### config.mk
export PLATFORM = sky130hd
export DESIGN_NAME = lcnc_ctrl
export DESIGN_NICKNAME = d
export VERILOG_FILES = /design/src/sv/lcnc_pkg.sv /design/src/sv/lcnc_ctrl.sv
export SDC_FILE = /design/constraint.sdc
export NUM_CORES = 1
export LEC_CHECK = 0
export BUFFER_PORTS_ARGS = -buffer_cell sky130_fd_sc_hd__buf_2
export CORE_AREA = 3 3 40 42
export CTS_CLUSTER_SIZE = 12
export DETAILED_ROUTE_END_ITERATION = 7
export DIE_AREA = 0 0 43 45
export MAX_ROUTING_LAYER = met4
export SKIP_LAST_GASP = 1
export SYNTH_ARGS = -nofsm -noshare
export SYNTH_HDL_FRONTEND = slang
export SYNTH_SLANG_ARGS = --single-unit
### constraint.sdc
create_clock -name clk -period 5.8 [get_ports clk]
set_clock_uncertainty 0.15 [all_clocks]
set_input_delay 1.16 -clock clk [delete_from_list [all_inputs] [get_ports clk]]
set_output_delay 1.16 -clock clk [all_outputs]
set_load 0.05 [all_outputs]
### src/sv/lcnc_pkg.sv
`timescale 1ns / 1ps

package lcnc_pkg;

    localparam int CARD_W     = 63;
    localparam int CLASS_W    = 2;
    localparam int BIN_W      = 64;
    localparam int NIBBLES    = 20;
    localparam int BCD_W      = NIBBLES * 4;
    localparam int BITS_STEP  = 4;
    localparam int CONV_STEPS = BIN_W / BITS_STEP;
    localparam int SCAN_STEPS = NIBBLES / 2;
    localparam int CNT_W      = 4;
    localparam int LEN_W      = 5;

    localparam logic [CLASS_W-1:0] CLASS_INVALID = 2'd0;
    localparam logic [CLASS_W-1:0] CLASS_AMEX    = 2'd1;
    localparam logic [CLASS_W-1:0] CLASS_MC      = 2'd2;
    localparam logic [CLASS_W-1:0] CLASS_VISA    = 2'd3;

    localparam logic [LEN_W-1:0] LEN_SHORT = 5'd13;
    localparam logic [LEN_W-1:0] LEN_AMEX  = 5'd15;
    localparam logic [LEN_W-1:0] LEN_LONG  = 5'd16;

    localparam logic [3:0] AMEX_LEAD  = 4'd3;
    localparam logic [3:0] AMEX_SEC_A = 4'd4;
    localparam logic [3:0] AMEX_SEC_B = 4'd7;
    localparam logic [3:0] MC_LEAD    = 4'd5;
    localparam logic [3:0] MC_SEC_LO  = 4'd1;
    localparam logic [3:0] MC_SEC_HI  = 4'd5;
    localparam logic [3:0] VISA_LEAD  = 4'd4;

    typedef struct packed {
        logic start;
        logic conv_step;
        logic scan_step;
        logic emit;
    } lcnc_cmd_t;

    typedef struct packed {
        logic out_free;
    } lcnc_status_t;

endpackage

### src/sv/lcnc_ctrl.sv
`timescale 1ns / 1ps

module lcnc_ctrl
    import lcnc_pkg::*;
(
    input  logic         clk,
    input  logic         rst_n,
    input  logic         card_valid,
    output logic         card_ready,
    input  lcnc_status_t status,
    output lcnc_cmd_t    cmd
);

    localparam logic [1:0] ST_IDLE = 2'd0;
    localparam logic [1:0] ST_CONV = 2'd1;
    localparam logic [1:0] ST_SCAN = 2'd2;
    localparam logic [1:0] ST_FIN  = 2'd3;

    localparam logic [CNT_W-1:0] CONV_LAST = CNT_W'(CONV_STEPS - 1);
    localparam logic [CNT_W-1:0] SCAN_LAST = CNT_W'(SCAN_STEPS - 1);

    logic [1:0]       state_reg;
    logic [1:0]       state_next;
    logic [CNT_W-1:0] cnt_reg;
    logic [CNT_W-1:0] cnt_next;

    always_comb
    begin
        state_next = state_reg;
        cnt_next   = cnt_reg;
        card_ready = 1'b0;
        cmd        = '0;
        case (state_reg)
            ST_IDLE:
            begin
                card_ready = 1'b1;
                if (card_valid)
                begin
                    cmd.start  = 1'b1;
                    cnt_next   = '0;
                    state_next = ST_CONV;
                end
            end
            ST_CONV:
            begin
                cmd.conv_step = 1'b1;
                if (cnt_reg == CONV_LAST)
                begin
                    cnt_next   = '0;
                    state_next = ST_SCAN;
                end
                else
                begin
                    cnt_next = cnt_reg + 1'b1;
                end
            end
            ST_SCAN:
            begin
                cmd.scan_step = 1'b1;
                if (cnt_reg == SCAN_LAST)
                begin
                    cnt_next   = '0;
                    state_next = ST_FIN;
                end
                else
                begin
                    cnt_next = cnt_reg + 1'b1;
                end
            end
            ST_FIN:
            begin
                if (status.out_free)
                begin
                    cmd.emit   = 1'b1;
                    state_next = ST_IDLE;
                end
            end
            default:
            begin
                state_next = ST_IDLE;
            end
        endcase
    end

    always_ff @(posedge clk or negedge rst_n)
    begin
        if (!rst_n)
        begin
            state_reg <= ST_IDLE;
            cnt_reg   <= '0;
        end
        else
        begin
            state_reg <= state_next;
            cnt_reg   <= cnt_next;
        end
    end

endmodule

## Word level (Yosys, flattened, before mapping)

Cells that the tools add are included.

- Flip-flop bits (word level): 6
- Output and inout port bits: 5

- Reduce and logical (&&, ||, !) cells: 4
- Add/subtract/negate cells: 1
- Mux-type cells: 16
- Eq/ne operators: 9

Operators with widths:

| kind | count |
|---|---|
| two-way mux 4 bit | 3 |
| case mux 4 bit (3 select lines) | 1 |
| equality test 4 bit (second input constant) | 2 |
| two-way mux 2 bit | 4 |
| != test 2 bit (second input constant) | 4 |
| case mux 2 bit (4 select lines) | 1 |
| two-way mux 1 bit | 7 |
| adder 4 x 1 -> 4 bit (second input constant) | 1 |
| equality test 2 bit (second input constant) | 2 |
| AND reduction 4 bit | 1 |
| nonzero test 3 bit | 1 |
| equality test 2 x 1 -> 1 bit (second input constant) | 1 |
| zero test 2 bit | 1 |
| AND reduction 2 bit | 1 |

## Depth between registers and ports, before layout

- Depth after elaboration: 3
- Mapped depth: 6

## Least setup slack after synthesis

No wires, ideal clock.

- Kind: input-to-output
- From: input port status
- To: output port cmd[0] (netlist name)
- Arrival: 1.572 ns
- Stages on the path: 1
- Data required time: 4.490 ns
- Path slack: 2.918 ns
- Buffers on the path: 0
- Path through: and2_1

- Longest elaborated chain between the ends: 2

RTL lines:

| element | line | RTL |
|---|---|---|
| start, declared | lcnc_ctrl.sv:10 | `input lcnc_status_t status,` |
| two-way mux 1 bit | lcnc_ctrl.sv:72 | `if (status.out_free)` |
| two-way mux 1 bit | lcnc_ctrl.sv:33 | `case (state_reg)` |
| end, declared | lcnc_ctrl.sv:11 | `output lcnc_cmd_t cmd` |

Every way passes these cells.

==> impl_metrics.py <==
metrics = {
    "drt": {
        "first_pass_iters": 3,
        "drt_wl_total_um": 775,
        "ant_nets": 0,
        "wl_per_cell_um": 11.23,
        "drc": 0,
        "drt_iter0_drc": 1,
        "routed_via_density": 4.957,
        "via_count": 342,
    },
    "floorplanning": {
        "die-height_um": 45,
        "fp.dieW_um": 43,
        "start_util": 0.3350,
        "row_count": 13,
        "core_region_area_um2": 1285,
        "die_area_um2": 1935,
        "io_pins": 9,
    },
    "critical_path": {
        "slowest_delay_ns": 0.25,
        "worstSetupEndpointType": "output pin",
        "crit_fanout": 2,
        "timing.critical_path.mode_cell": "buf_2",
        "worstSetupPathType": "input port to output pin",
        "arrival_ns": 1.60,
        "start_kind": "input port",
        "crit_path_top_delay_cell": "buf_2",
        "crit_chain": "buf_2, and2_1, buf_2",
        "crit_required_ns": 4.49,
    },
    "synth": {
        "yosysTopAreaCell": "dfrtp_1",
        "synthTopCellsByArea": "dfrtp_1 35%, ha_1 20%, o21ai_0 3.5%",
        "syn-num-nets": 54,
        "synth_cell_types": 22,
        "synth_top_area_frac": 0.3488,
        "async_reset_ff_frac": 1.000,
        "yosys_warnings": 0,
        "synth_area_um2": 430.4,
        "synth-edff-count": 0,
        "ys.flop_type": "dfrtp_1",
        "yosysSeqAreaShare": 0.3488,
        "synthCells": 43,
        "synth_area_per_cell_um2": 10.01,
        "synth_seq_cells": 6,
    },
    "run_status": {
        "status": "completed",
    },
    "layout": {
        "stdcell_count": 69,
        "fin_area_um2": 511.7,
        "fin_util": 0.3982,
        "layout_commonest_cell": "buf_2",
        "diodes": 0,
        "fill_cells": 133,
        "mostFrequentLayoutCells": "8 x buf_2, 7 x ha_1, 6 x dfrtp_1, 4 x inv_1, 4 x nand2_1",
        "largest_reg_flops": 4,
        "layout.nets": 67,
        "drive_above_1_share": 0.2407,
        "syn_to_final_growth_pct": 18.90,
    },
    "grt": {
        "grt_pass1_vias": 347,
        "antenna_found_initial": 0,
        "grt_first_pass_wirelength_um": 1276,
        "grt_overflow_total": 0,
        "grt_usage": 0.09060,
        "grt_max_degree": 7,
    },
    "hold_path": {
        "min_path_type": "flop to flop",
    },
    "cts": {
        "cts_buffers": 3,
        "cts_tree": "yes",
        "cts_max_level": 1,
        "cts.clk_slew.worst_paths_ns": 0.05,
        "cts_resized": 0,
        "clk_latency_ns": 0.25,
        "cts_sinks": 6,
        "hold_buffers": 0,
        "cts_buffer_depth": 2,
        "post_cts_buffers": 0,
        "cts_root_buffer": "clkbuf_4",
    },
    "sta": {
        "fin_crit_ns": 2.915,
        "slew_violations": 0,
        "maxSlewHeadroom": 0.7654,
        "finalCritPeriodShare": 0.5026,
        "rsz0062_at_grt": "no",
        "setup_viol": 0,
        "hold_viol_final": 0,
        "max_slew.worst_pin.slew_ns": 0.3511,
        "timing.setup.tns_ns": 0,
        "max_clock_freq_ghz": 0.3431,
    },
    "place": {
        "place_area_um2": 489.2,
        "dp.cells": 66,
        "hpwl_um": 649.7,
        "place_congestion": 0.6983,
        "port_buffers": 8,
    },
    "job": {
        "maxCapViolations": 0,
    },
}
==> metrics by stage <==
step | worst slack [ns] | hold WS, ns
finish | 2.885 | 0.3931
global route | 2.861 | 0.4371
CTS | 2.878 | 0.3951
detailed placement | 2.884 | 0.3851
global placement | 2.888 | 0.3714
floorplan | 2.918 | 0.3471
==> worst paths after layout <==
check                              from      endpoint  slack [ns]  cells after the start
max in group asynchronous         rst_n  state_reg[0]        4.77                      1
max                              status        cmd[0]        2.89                      3
min in group asynchronous         rst_n    cnt_reg[3]        0.57                      1
min reg2reg                  cnt_reg[1]    cnt_reg[1]        0.39                      2
max reg2reg                state_reg[1]  state_reg[1]        3.82                      6
min                          cnt_reg[1]    cnt_reg[1]        0.39                      2
==> worst max-delay path: cells and delay by family <==
family        cells  cell delay, ns
buf+inv           2            0.33
simple gates      1            0.11
==> final cells by class <==
| type | instances | area (um2) | share of cell area |
|---|---|---|---|
| tap | 15 | 18.77 | 0.03667 |
| inverter | 4 | 15.01 | 0.02934 |
| clock buffer | 3 | 22.52 | 0.04401 |
| timing repair buffer | 8 | 40.04 | 0.07824 |
| multi-input combinational | 33 | 265.3 | 0.5183 |
| sequential | 6 | 150.1 | 0.2934 |
==> cell families after synthesis <==
logic type               count (synthesis)  share of synthesized area
flip-flops                               6                     0.3488
buffers and inverters                    4                    0.03487
multiplexers                             2                    0.05813
adder cells (fa/ha/maj)                  7                     0.2035
AND/OR/NAND/NOR                         14                     0.1947
AO/OA/AOI/OAI                           10                     0.1599
==> layer usage <==
layer / up-vias / global-route usage / share of wire
met5: - / - / 0
met4: 0 / 0 / 0
met3: 0 / 0.04781 / 0.059
met2: 7 / 0.1737 / 0.53
met1: 158 / 0.08578 / 0.41
li1: 177 / - / -
==> synthesized netlist by cell type, types with 2 or more instances <==
| master | n |
|---|---|
| and2_1 | 2 |
| ha_1 | 7 |
| inv_1 | 4 |
| o21bai_1 | 2 |
| o21ai_0 | 3 |
| dfrtp_1 | 6 |
| nand2_1 | 4 |
Power is not shown: default switching activity piles up to over one toggle a cycle in this logic, so the estimate is an artifact.
