--- config.mk ---
export PLATFORM = sky130hd
export DESIGN_NAME = lcnc_dpath
export DESIGN_NICKNAME = d
export VERILOG_FILES = /design/src/sv/lcnc_pkg.sv /design/src/sv/lcnc_dpath.sv
export SDC_FILE = /design/constraint.sdc
export NUM_CORES = 1
export LEC_CHECK = 0
export ABC_AREA = 1
export ABC_CLOCK_PERIOD_IN_PS = 4300
export BUFFER_PORTS_ARGS = -buffer_cell sky130_fd_sc_hd__buf_2
export CAP_MARGIN = 10
export CELL_PAD_IN_SITES_DETAIL_PLACEMENT = 1
export CELL_PAD_IN_SITES_GLOBAL_PLACEMENT = 1
export CORE_AREA = 10 10 150 290
export DETAILED_ROUTE_END_ITERATION = 6
export DIE_AREA = 0 0 160 300
export PLACE_DENSITY_LB_ADDON = 0.1
export SETUP_SLACK_MARGIN = 0.05
export SLEW_MARGIN = 40
export SYNTH_ARGS = -nofsm -noshare
export SYNTH_HDL_FRONTEND = slang
export SYNTH_SLANG_ARGS = --single-unit
--- constraint.sdc ---
create_clock -name clk -period 4.3 [get_ports clk]
set_input_delay 0.215 -clock clk [delete_from_list [all_inputs] [get_ports clk]]
set_output_delay 0.215 -clock clk [all_outputs]
set_load 0.005 [all_outputs]
--- src/sv/lcnc_pkg.sv ---
`timescale 1ns / 1ps

package lcnc_pkg;

    localparam int CARD_W     = 63;
    localparam int CLASS_W    = 2;
    localparam int BIN_W      = 64;
    localparam int NIBBLES    = 20;
    localparam int BCD_W      = NIBBLES * 4;
    localparam int BITS_STEP  = 4;
    localparam int CONV_STEPS = BIN_W / BITS_STEP;
    localparam int SCAN_STEPS = NIBBLES / 2;
    localparam int CNT_W      = 4;
    localparam int LEN_W      = 5;

    localparam logic [CLASS_W-1:0] CLASS_INVALID = 2'd0;
    localparam logic [CLASS_W-1:0] CLASS_AMEX    = 2'd1;
    localparam logic [CLASS_W-1:0] CLASS_MC      = 2'd2;
    localparam logic [CLASS_W-1:0] CLASS_VISA    = 2'd3;

    localparam logic [LEN_W-1:0] LEN_SHORT = 5'd13;
    localparam logic [LEN_W-1:0] LEN_AMEX  = 5'd15;
    localparam logic [LEN_W-1:0] LEN_LONG  = 5'd16;

    localparam logic [3:0] AMEX_LEAD  = 4'd3;
    localparam logic [3:0] AMEX_SEC_A = 4'd4;
    localparam logic [3:0] AMEX_SEC_B = 4'd7;
    localparam logic [3:0] MC_LEAD    = 4'd5;
    localparam logic [3:0] MC_SEC_LO  = 4'd1;
    localparam logic [3:0] MC_SEC_HI  = 4'd5;
    localparam logic [3:0] VISA_LEAD  = 4'd4;

    typedef struct packed {
        logic start;
        logic conv_step;
        logic scan_step;
        logic emit;
    } lcnc_cmd_t;

    typedef struct packed {
        logic out_free;
    } lcnc_status_t;

endpackage

--- src/sv/lcnc_dpath.sv ---
`timescale 1ns / 1ps

module lcnc_dpath
    import lcnc_pkg::*;
(
    input  logic               clk,
    input  logic               rst_n,
    input  logic [CARD_W-1:0]  card_number,
    input  lcnc_cmd_t          cmd,
    output lcnc_status_t       status,
    output logic               class_valid,
    input  logic               class_ready,
    output logic [CLASS_W-1:0] card_class
);

    logic [BIN_W-1:0]   bin_reg;
    logic [BIN_W-1:0]   bin_next;
    logic [BCD_W-1:0]   bcd_reg;
    logic [BCD_W-1:0]   bcd_next;
    logic [3:0]         sum_reg;
    logic [3:0]         sum_next;
    logic [LEN_W-1:0]   pos_reg;
    logic [LEN_W-1:0]   count_reg;
    logic [LEN_W-1:0]   count_next;
    logic [3:0]         lead_reg;
    logic [3:0]         lead_next;
    logic [3:0]         sec_reg;
    logic [3:0]         sec_next;
    logic [3:0]         prev_hi_reg;
    logic [CLASS_W-1:0] class_reg;
    logic [CLASS_W-1:0] class_next;
    logic               out_valid_reg;

    logic [3:0] d_lo;
    logic [3:0] d_hi;
    logic [4:0] d_dbl;
    logic [4:0] acc;
    logic [4:0] acc_mod;

    // Binary to decimal conversion: four shift-and-adjust steps per cycle.
    always_comb
    begin
        logic [BIN_W-1:0] b;
        logic [BCD_W-1:0] d;
        b = bin_reg;
        d = bcd_reg;
        for (int s = 0; s < BITS_STEP; s++)
        begin
            for (int n = 0; n < NIBBLES; n++)
            begin
                if (d[n*4 +: 4] >= 4'd5)
                begin
                    d[n*4 +: 4] = d[n*4 +: 4] + 4'd3;
                end
            end
            d = {d[BCD_W-2:0], b[BIN_W-1]};
            b = {b[BIN_W-2:0], 1'b0};
        end
        bin_next = b;
        bcd_next = d;
    end

    assign d_lo     = bcd_reg[3:0];
    assign d_hi     = bcd_reg[7:4];
    assign d_dbl    = (d_hi >= 4'd5) ? ({d_hi, 1'b0} - 5'd9) : {d_hi, 1'b0};
    assign acc      = {1'b0, sum_reg} + {1'b0, d_lo} + d_dbl;
    assign acc_mod  = (acc >= 5'd20) ? (acc - 5'd20) :
                      (acc >= 5'd10) ? (acc - 5'd10) : acc;
    assign sum_next = acc_mod[3:0];

    always_comb
    begin
        count_next = count_reg;
        lead_next  = lead_reg;
        sec_next   = sec_reg;
        if (d_hi != 4'd0)
        begin
            count_next = pos_reg + 5'd2;
            lead_next  = d_hi;
            sec_next   = d_lo;
        end
        else if (d_lo != 4'd0)
        begin
            count_next = pos_reg + 5'd1;
            lead_next  = d_lo;
            sec_next   = prev_hi_reg;
        end
    end

    always_comb
    begin
        class_next = CLASS_INVALID;
        if ((sum_reg == 4'd0) && (count_reg inside {LEN_SHORT, LEN_AMEX, LEN_LONG}))
        begin
            if ((count_reg == LEN_AMEX) && (lead_reg == AMEX_LEAD) &&
                (sec_reg inside {AMEX_SEC_A, AMEX_SEC_B}))
            begin
                class_next = CLASS_AMEX;
            end
            else if ((count_reg == LEN_LONG) && (lead_reg == MC_LEAD) &&
                     (sec_reg inside {[MC_SEC_LO:MC_SEC_HI]}))
            begin
                class_next = CLASS_MC;
            end
            else if ((count_reg inside {LEN_SHORT, LEN_LONG}) &&
                     (lead_reg == VISA_LEAD))
            begin
                class_next = CLASS_VISA;
            end
        end
    end

    always_ff @(posedge clk)
    begin
        if (cmd.start)
        begin
            bin_reg     <= {1'b0, card_number};
            bcd_reg     <= '0;
            sum_reg     <= '0;
            pos_reg     <= '0;
            count_reg   <= '0;
            lead_reg    <= '0;
            sec_reg     <= '0;
            prev_hi_reg <= '0;
        end
        else if (cmd.conv_step)
        begin
            bin_reg <= bin_next;
            bcd_reg <= bcd_next;
        end
        else if (cmd.scan_step)
        begin
            bcd_reg     <= {8'd0, bcd_reg[BCD_W-1:8]};
            sum_reg     <= sum_next;
            pos_reg     <= pos_reg + 5'd2;
            count_reg   <= count_next;
            lead_reg    <= lead_next;
            sec_reg     <= sec_next;
            prev_hi_reg <= d_hi;
        end
        if (cmd.emit)
        begin
            class_reg <= class_next;
        end
    end

    always_ff @(posedge clk or negedge rst_n)
    begin
        if (!rst_n)
        begin
            out_valid_reg <= 1'b0;
        end
        else if (cmd.emit)
        begin
            out_valid_reg <= 1'b1;
        end
        else if (class_ready)
        begin
            out_valid_reg <= 1'b0;
        end
    end

    assign status.out_free = !out_valid_reg || class_ready;
    assign class_valid     = out_valid_reg;
    assign card_class      = class_reg;

endmodule
Word-level counts from Yosys, hierarchy flattened
Index checks and enable logic that the tools add are counted.

storage, ports and cells
  input port bits = 70
  register bits after elaboration = 173
  word-level logic and storage cells = 313
  output and inout bits = 4

cells by class
  mux-type cells = 98
  bitwise logic cells = 2
  magnitude comparators = 84
  equal/unequal tests = 8
  reduce and logical (&&, ||, !) cells = 22
  add/subtract/negate cells = 87

operator list
  operator               count
  $mux W4                82
  $ge A4 B3 Y1 const B   80
  $add A4 B2 Y4 const B  76
  $mux W80               2
  $mux W63               2
  $eq A4 B3 Y1 const B   4
  $mux W5                3
  $add A3 B2 Y3 const B  4
  $mux W3                4
  $reduce_bool A2 Y1     6
  $eq A5 B4 Y1 const B   2
  $reduce_bool A4 Y1     2
  $logic_and A1 B1 Y1    7
  $add A4 B4 Y5          1
  $add A5 B1 Y5 const B  1
  $add A5 B2 Y5 const B  1
  $add A5 B5 Y5          1
  $eq A5 B5 Y1 const B   1
  $ge A5 B4 Y1 const B   1
  $ge A5 B5 Y1 const B   1
  $sub A5 B4 Y5 const B  1
  $eq A4 B2 Y1 const B   1
  $ge A4 B1 Y1 const B   1
  $le A4 B3 Y1 const B   1
  12 further kinds       16

Longest topological paths before layout
  depth in word-level cells = 9
  mapped depth = 30
  gate-level depth less buffers = 30

Worst setup path before layout
No wires, ideal clock.

  path type = reg-to-reg
  from = reg bcd_reg[4]
  to = reg sum_reg[1]
  clock period less this slack = 3.435 ns
  setup time = 0.128 ns
  cell stages (with the launch flop) = 17
  slack = 0.865 ns
  data arrival time = 3.307 ns
  buffers on the path = 0
  required time = 4.172 ns
  cell sequence = dfxtp_1 inv_1 ha_1 inv_1 nand2_1 nand3_4 xor2_4 inv_1 fa_1 ha_1 fa_1 inv_1 ha_1 o221ai_1 o21ai_0 xor2_1 a21oi_1

on the way
  cells in the longest elaborated chain, start to end = 6
  elaborated cells on any way between the ends = 10
  classes of those cells = 4 x add/sub; 3 x order compare; 3 x mux

ends and longest elaborated chain
  item                                           RTL line           RTL
  start, declared                                lcnc_dpath.sv:18   logic [BCD_W-1:0] bcd_reg;
  start signal, assigned                         lcnc_dpath.sv:129  bcd_reg <= bcd_next;
  start signal, assigned                         lcnc_dpath.sv:133  bcd_reg <= {8'd0, bcd_reg[BCD_W-1:8]};
  $sub A5 B4 Y5 or $ge A4 B3 Y1 (tied branches)  lcnc_dpath.sv:65   assign d_dbl = (d_hi >= 4'd5) ? ({d_hi, 1'b0} - 5'd9) : {d_hi, 1'b0};
  $mux W5 *                                      lcnc_dpath.sv:65
  $add A5 B5 Y5 *                                lcnc_dpath.sv:66   assign acc = {1'b0, sum_reg} + {1'b0, d_lo} + d_dbl;
  $sub A4 B4 Y4 or $ge A5 B4 Y1 (tied branches)  lcnc_dpath.sv:68   (acc >= 5'd10) ? (acc - 5'd10) : acc;
  $mux W4                                        lcnc_dpath.sv:68
  $mux W4 *                                      lcnc_dpath.sv:67   assign acc_mod = (acc >= 5'd20) ? (acc - 5'd20) :
  end signal, assigned                           lcnc_dpath.sv:134  sum_reg <= sum_next;
  end, declared                                  lcnc_dpath.sv:20   logic [3:0] sum_reg;

Mark *: on every way between the ends. The rest lies on a longest branch, timed or not.
A chain may end at the register's enable or synchronous reset.

Final worst setup path
Same ends and word-level chain as after synthesis.

==> results_tabular.tex <==
\begin{tabular}{lr}
\hline
Metric & Value \\
\hline
\multicolumn{2}{l}{\textbf{Floorplanning}} \\
\quad Placement Rows & around 100 \\
\quad X dimension of the die & around 160 µm \\
\quad Io pins & between 70 and 80 \\
\quad Total die area & between 0.04 and 0.05 mm² \\
\quad Core ar. & between 0.03 and 0.04 mm² \\
\quad Initial Util & 39.3\% \\
\quad Chip height & 300 µm \\
\multicolumn{2}{l}{\textbf{Clock network}} \\
\quad Number of sinks driven by the clock tree & approximately 170 \\
\quad Clock transition at the registers of the reported paths & $\sim$0.08 ns \\
\quad Clock root cell & sky130\_fd\_sc\_hd\_\_clkbuf\_16 \\
\quad Max clock buf depth & 2 \\
\quad Inserted Clock Buffers & 17 \\
\quad Clk\_lat worst skew & around 0.46 ns \\
\quad Depth of the CTS H-tree & 4 \\
\quad TritonCTS clock tree & built \\
\multicolumn{2}{l}{\textbf{Setup path}} \\
\quad Worst setup path start & bcd\_reg[4]\$\_SDFFE\_PP0P\_ \\
\quad Cell Chain, Critical Path & inv\_1 -> ha\_1 -> inv\_1 -> nand2\_1 -> nand3\_4 -> xor2\_4 -> inv\_1 -> fa\_1 -> ha\_1 -> fa\_1 -> inv\_1 -> ha\_1 -> o221ai\_1 -> o21ai\_0 -> xor2\_1 -> a21oi\_1 \\
\quad CP max stage delay & between 0.5 and 0.6 ns \\
\quad Worst-case reg-to-reg path depth & 16 \\
\quad Crit path max-delay cell type & sky130\_fd\_sc\_hd\_\_fa\_1 \\
\quad Maximum fanout along the worst path & 6 \\
\quad CP required & roughly 4.6 ns \\
\quad Most common cell on crit path & sky130\_fd\_sc\_hd\_\_inv\_1 \\
\quad Crit path buf inv count & 4 \\
\quad Launching point of the worst reg2reg path & bcd\_reg[4]\$\_SDFFE\_PP0P\_ \\
\quad Launching element type of the critical path & flop \\
\quad Type of the setup path with the least slack & flop to flop \\
\quad Setup crit end kind & flop \\
\quad Minimum setup slack among reg-to-reg paths & between 0.4 and 0.5 ns \\
\quad Gate family responsible for the most delay along the worst path & adder cells \\
\quad Arrival time reported for the critical path endpoint & $\sim$4.2 ns \\
\quad RR Endpoint & sum\_reg[1]\$\_SDFFE\_PP0P\_ \\
\multicolumn{2}{l}{\textbf{Hold path}} \\
\quad Hold Path Depth & 3 \\
\quad Hold worst-path end & bin\_reg[38]\$\_DFFE\_PP\_ \\
\quad Class of the tightest hold or removal check & primary input to flop \\
\quad Source of the worst hold timing path & card\_number[38] \\
\multicolumn{2}{l}{\textbf{Detailed routing}} \\
\quad Wire length per cell after detailed routing & 15.7 µm \\
\quad Post-DRT Antenna Nets & 0 \\
\quad Vias & $\sim$16000 \\
\quad Number of iterations in the first detailed-routing pass & 4 \\
\quad Average vias per placed instance & around 5.2 \\
\quad Number of design rule violations left after detail routing & 0 \\
\quad DRC marker count from the first detailed-route iteration & 380 \\
\quad Post-detailed-routing wire length & about 47 mm \\
\multicolumn{2}{l}{\textbf{Status}} \\
\quad Outcome & finished, final reports clean \\
\multicolumn{2}{l}{\textbf{STA}} \\
\quad Sum of negative setup slack & 0 ns \\
\quad Fin crit period & roughly 3.9 ns \\
\quad Highest clock frequency the design can meet & between 200 and 300 MHz \\
\quad Slew at the pin closest to its max-slew limit & around 0.74 ns \\
\quad Max Slew Vio Count & 0 \\
\quad Skew final & roughly 0.0091 ns \\
\quad Final Hold Fails & 0 \\
\quad Worst slew margin & between 50\% and 60\% \\
\quad Final-report setup violation count & 0 \\
\quad Fraction of the cycle the final worst path needs & between 90\% and 100\% \\
\quad RSZ-0062 raised after global routing & false \\
\multicolumn{2}{l}{\textbf{Logic synthesis}} \\
\quad Main flop type after synthesis & sky130\_fd\_sc\_hd\_\_dfxtp\_1 \\
\quad Mean post-synth cell area & 6.45 µm² \\
\quad Register area share after synthesis & 26.9\% \\
\quad Biggest area consumer among synthesized cells & sky130\_fd\_sc\_hd\_\_nand2\_1 \\
\quad Post-synth net total & approximately 2500 \\
\quad Cells after Synth & between 2000 and 2500 \\
\quad Yosys synthesis warning count & 0 \\
\quad Count leader, synth & sky130\_fd\_sc\_hd\_\_nand2\_1 \\
\quad Top-area cell type share of the netlist area & around a fifth \\
\quad Post-synthesis register bit count & 172 \\
\quad Share of async-settable or async-resettable flops after synthesis & less than 1\% \\
\quad Synth cell types & between 50 and 60 \\
\quad Cell area after technology mapping & approximately 0.015 mm² \\
\quad Biggest area contributors in the synthesized netlist & sky130\_fd\_sc\_hd\_\_nand2\_1 (20\%), sky130\_fd\_sc\_hd\_\_dfxtp\_1 (14\%), sky130\_fd\_sc\_hd\_\_edfxtp\_1 (13\%) \\
\quad Cell types with the highest counts after synthesis & sky130\_fd\_sc\_hd\_\_nand2\_1 (829), sky130\_fd\_sc\_hd\_\_inv\_1 (378), sky130\_fd\_sc\_hd\_\_nand3\_1 (189), sky130\_fd\_sc\_hd\_\_dfxtp\_1 (106), sky130\_fd\_sc\_hd\_\_ha\_1 (88) \\
\quad Number of enable-type register cells in the synthesized netlist & between 60 and 70 \\
\multicolumn{2}{l}{\textbf{Place}} \\
\quad Count of input and output buffers & 73 \\
\quad Final HPWL DP & 37.5 mm \\
\quad RePlAce Congestion & between 0.8 and 0.9 \\
\quad Standard cell area after detailed placement & roughly 0.016 mm² \\
\multicolumn{2}{l}{\textbf{Cells and area}} \\
\quad Max reg flops & 80 \\
\quad Post-layout instance area & $\sim$0.017 mm² \\
\quad Signed area change from the synthesized netlist to the final layout & 10.7\% \\
\quad Ratio of cells with drive above 1 in the final layout & $\sim$12\% \\
\quad Final \#Nets & roughly 2600 \\
\quad Ant. Diodes & 0 \\
\multicolumn{2}{l}{\textbf{Global route}} \\
\quad Initial antenna violation count & 0 \\
\quad Total congestion overflow after global routing & 0 \\
\quad Overall routing resource usage & approximately 19\% \\
\quad Maximum number of pins on one net before global-route repair & $\sim$80 \\
\quad Via count of the first global-routing pass & about 17000 \\
\quad Global-route wire length before repair & just under 80 mm \\
\multicolumn{2}{l}{\textbf{Flow run}} \\
\quad Count of maximum capacitance violations & 0 \\
\hline
\end{tabular}
## worst min-delay path, cell delays in order
cell                      delay, ns
sky130_fd_sc_hd__buf_2         0.07
sky130_fd_sc_hd__nand2_1       0.04
sky130_fd_sc_hd__nand2_1       0.05
## cell families (layout without fill, tap and decap cells)
family / Yosys count / in the layout / synth area share, %
adders and majority gates: 93 / 93 / 7.88
and+or+nand+nor: 1271 / 1271 / 37.6
xor gates and xnor gates: 17 / 17 / 1.49
DFF: 172 / 172 / 26.9
buffers and inverters: 441 / 517 / 11.1
AOI/OAI and AO/OA: 372 / 372 / 15.0
## worst max path at each step
stage          slack (ns)                 endpoint  cells past startpoint
3_5_place_dp         0.37  sum_reg[1]$_SDFFE_PP0P_                     19
6_report             0.42  sum_reg[1]$_SDFFE_PP0P_                     16
2_1_floorplan        0.87  sum_reg[1]$_SDFFE_PP0P_                     16
3_3_place_gp         0.56  sum_reg[2]$_SDFFE_PP0P_                     19
5_1_grt              0.10  sum_reg[2]$_SDFFE_PP0P_                     17
4_1_cts              0.36  sum_reg[1]$_SDFFE_PP0P_                     19
## repair_timing
action                                  CTS  global route
hold endpoints to repair                 14             0
endpoints found under the setup margin    0             2
hold buffers                             13             0
setup buffers                             0             0
gates resized for setup                   0             1
## final cells by class
class / instances / area (µm²)
Inverter: 387 / 1450
Clock inverter: 15 / 180
Fill cell: 5244 / 21900
Timing Repair Buffer: 98 / 603
Sequential cell: 172 / 4100
Multi-Input combinational cell: 1753 / 9470
Tap cell: 520 / 651
Clock buffer: 17 / 425
## placed cells by master, fill, tap and decap left out, drive strengths merged, types with 15 or more instances in the layout
cell    count
nor2       50
o211ai     22
a31oi      31
a21oi      82
clkbuf     17
ha         88
o21ai     125
inv       393
buf        85
dfxtp     106
nand3b     15
nand3     231
a21o       18
o22ai      70
nand2     889
edfxtp     65
and2       21
nand4      58
## layer usage
| layer | share of wire [%] | global-route usage [%] | vias up |
|---|---|---|---|
| li1 | - | - | 7854 |
| met1 | 36 | 17.6 | 7463 |
| met2 | 59 | 41.2 | 142 |
| met3 | 1.6 | 2.09 | 74 |
| met4 | 3.4 | 7.92 | 0 |
| met5 | 0 | 0 | - |
## per-stage QoR
step           setup slack [ns]  util, %  hold slack, ns  instances
3_5_place_dp              0.374     41.6        -0.00908       2917
2_1_floorplan             0.865        -         -0.0806       2366
6_report                  0.419     43.5          0.0181       2962
5_1_grt                   0.104     43.5         0.00437       2962
3_3_place_gp              0.559     41.5        -0.00972       2917
4_1_cts                   0.357     43.5        0.000253       2962
Power is left out: the tool's default activity adds up to more than one toggle a clock period on the data nets, which glitch-free logic cannot reach.
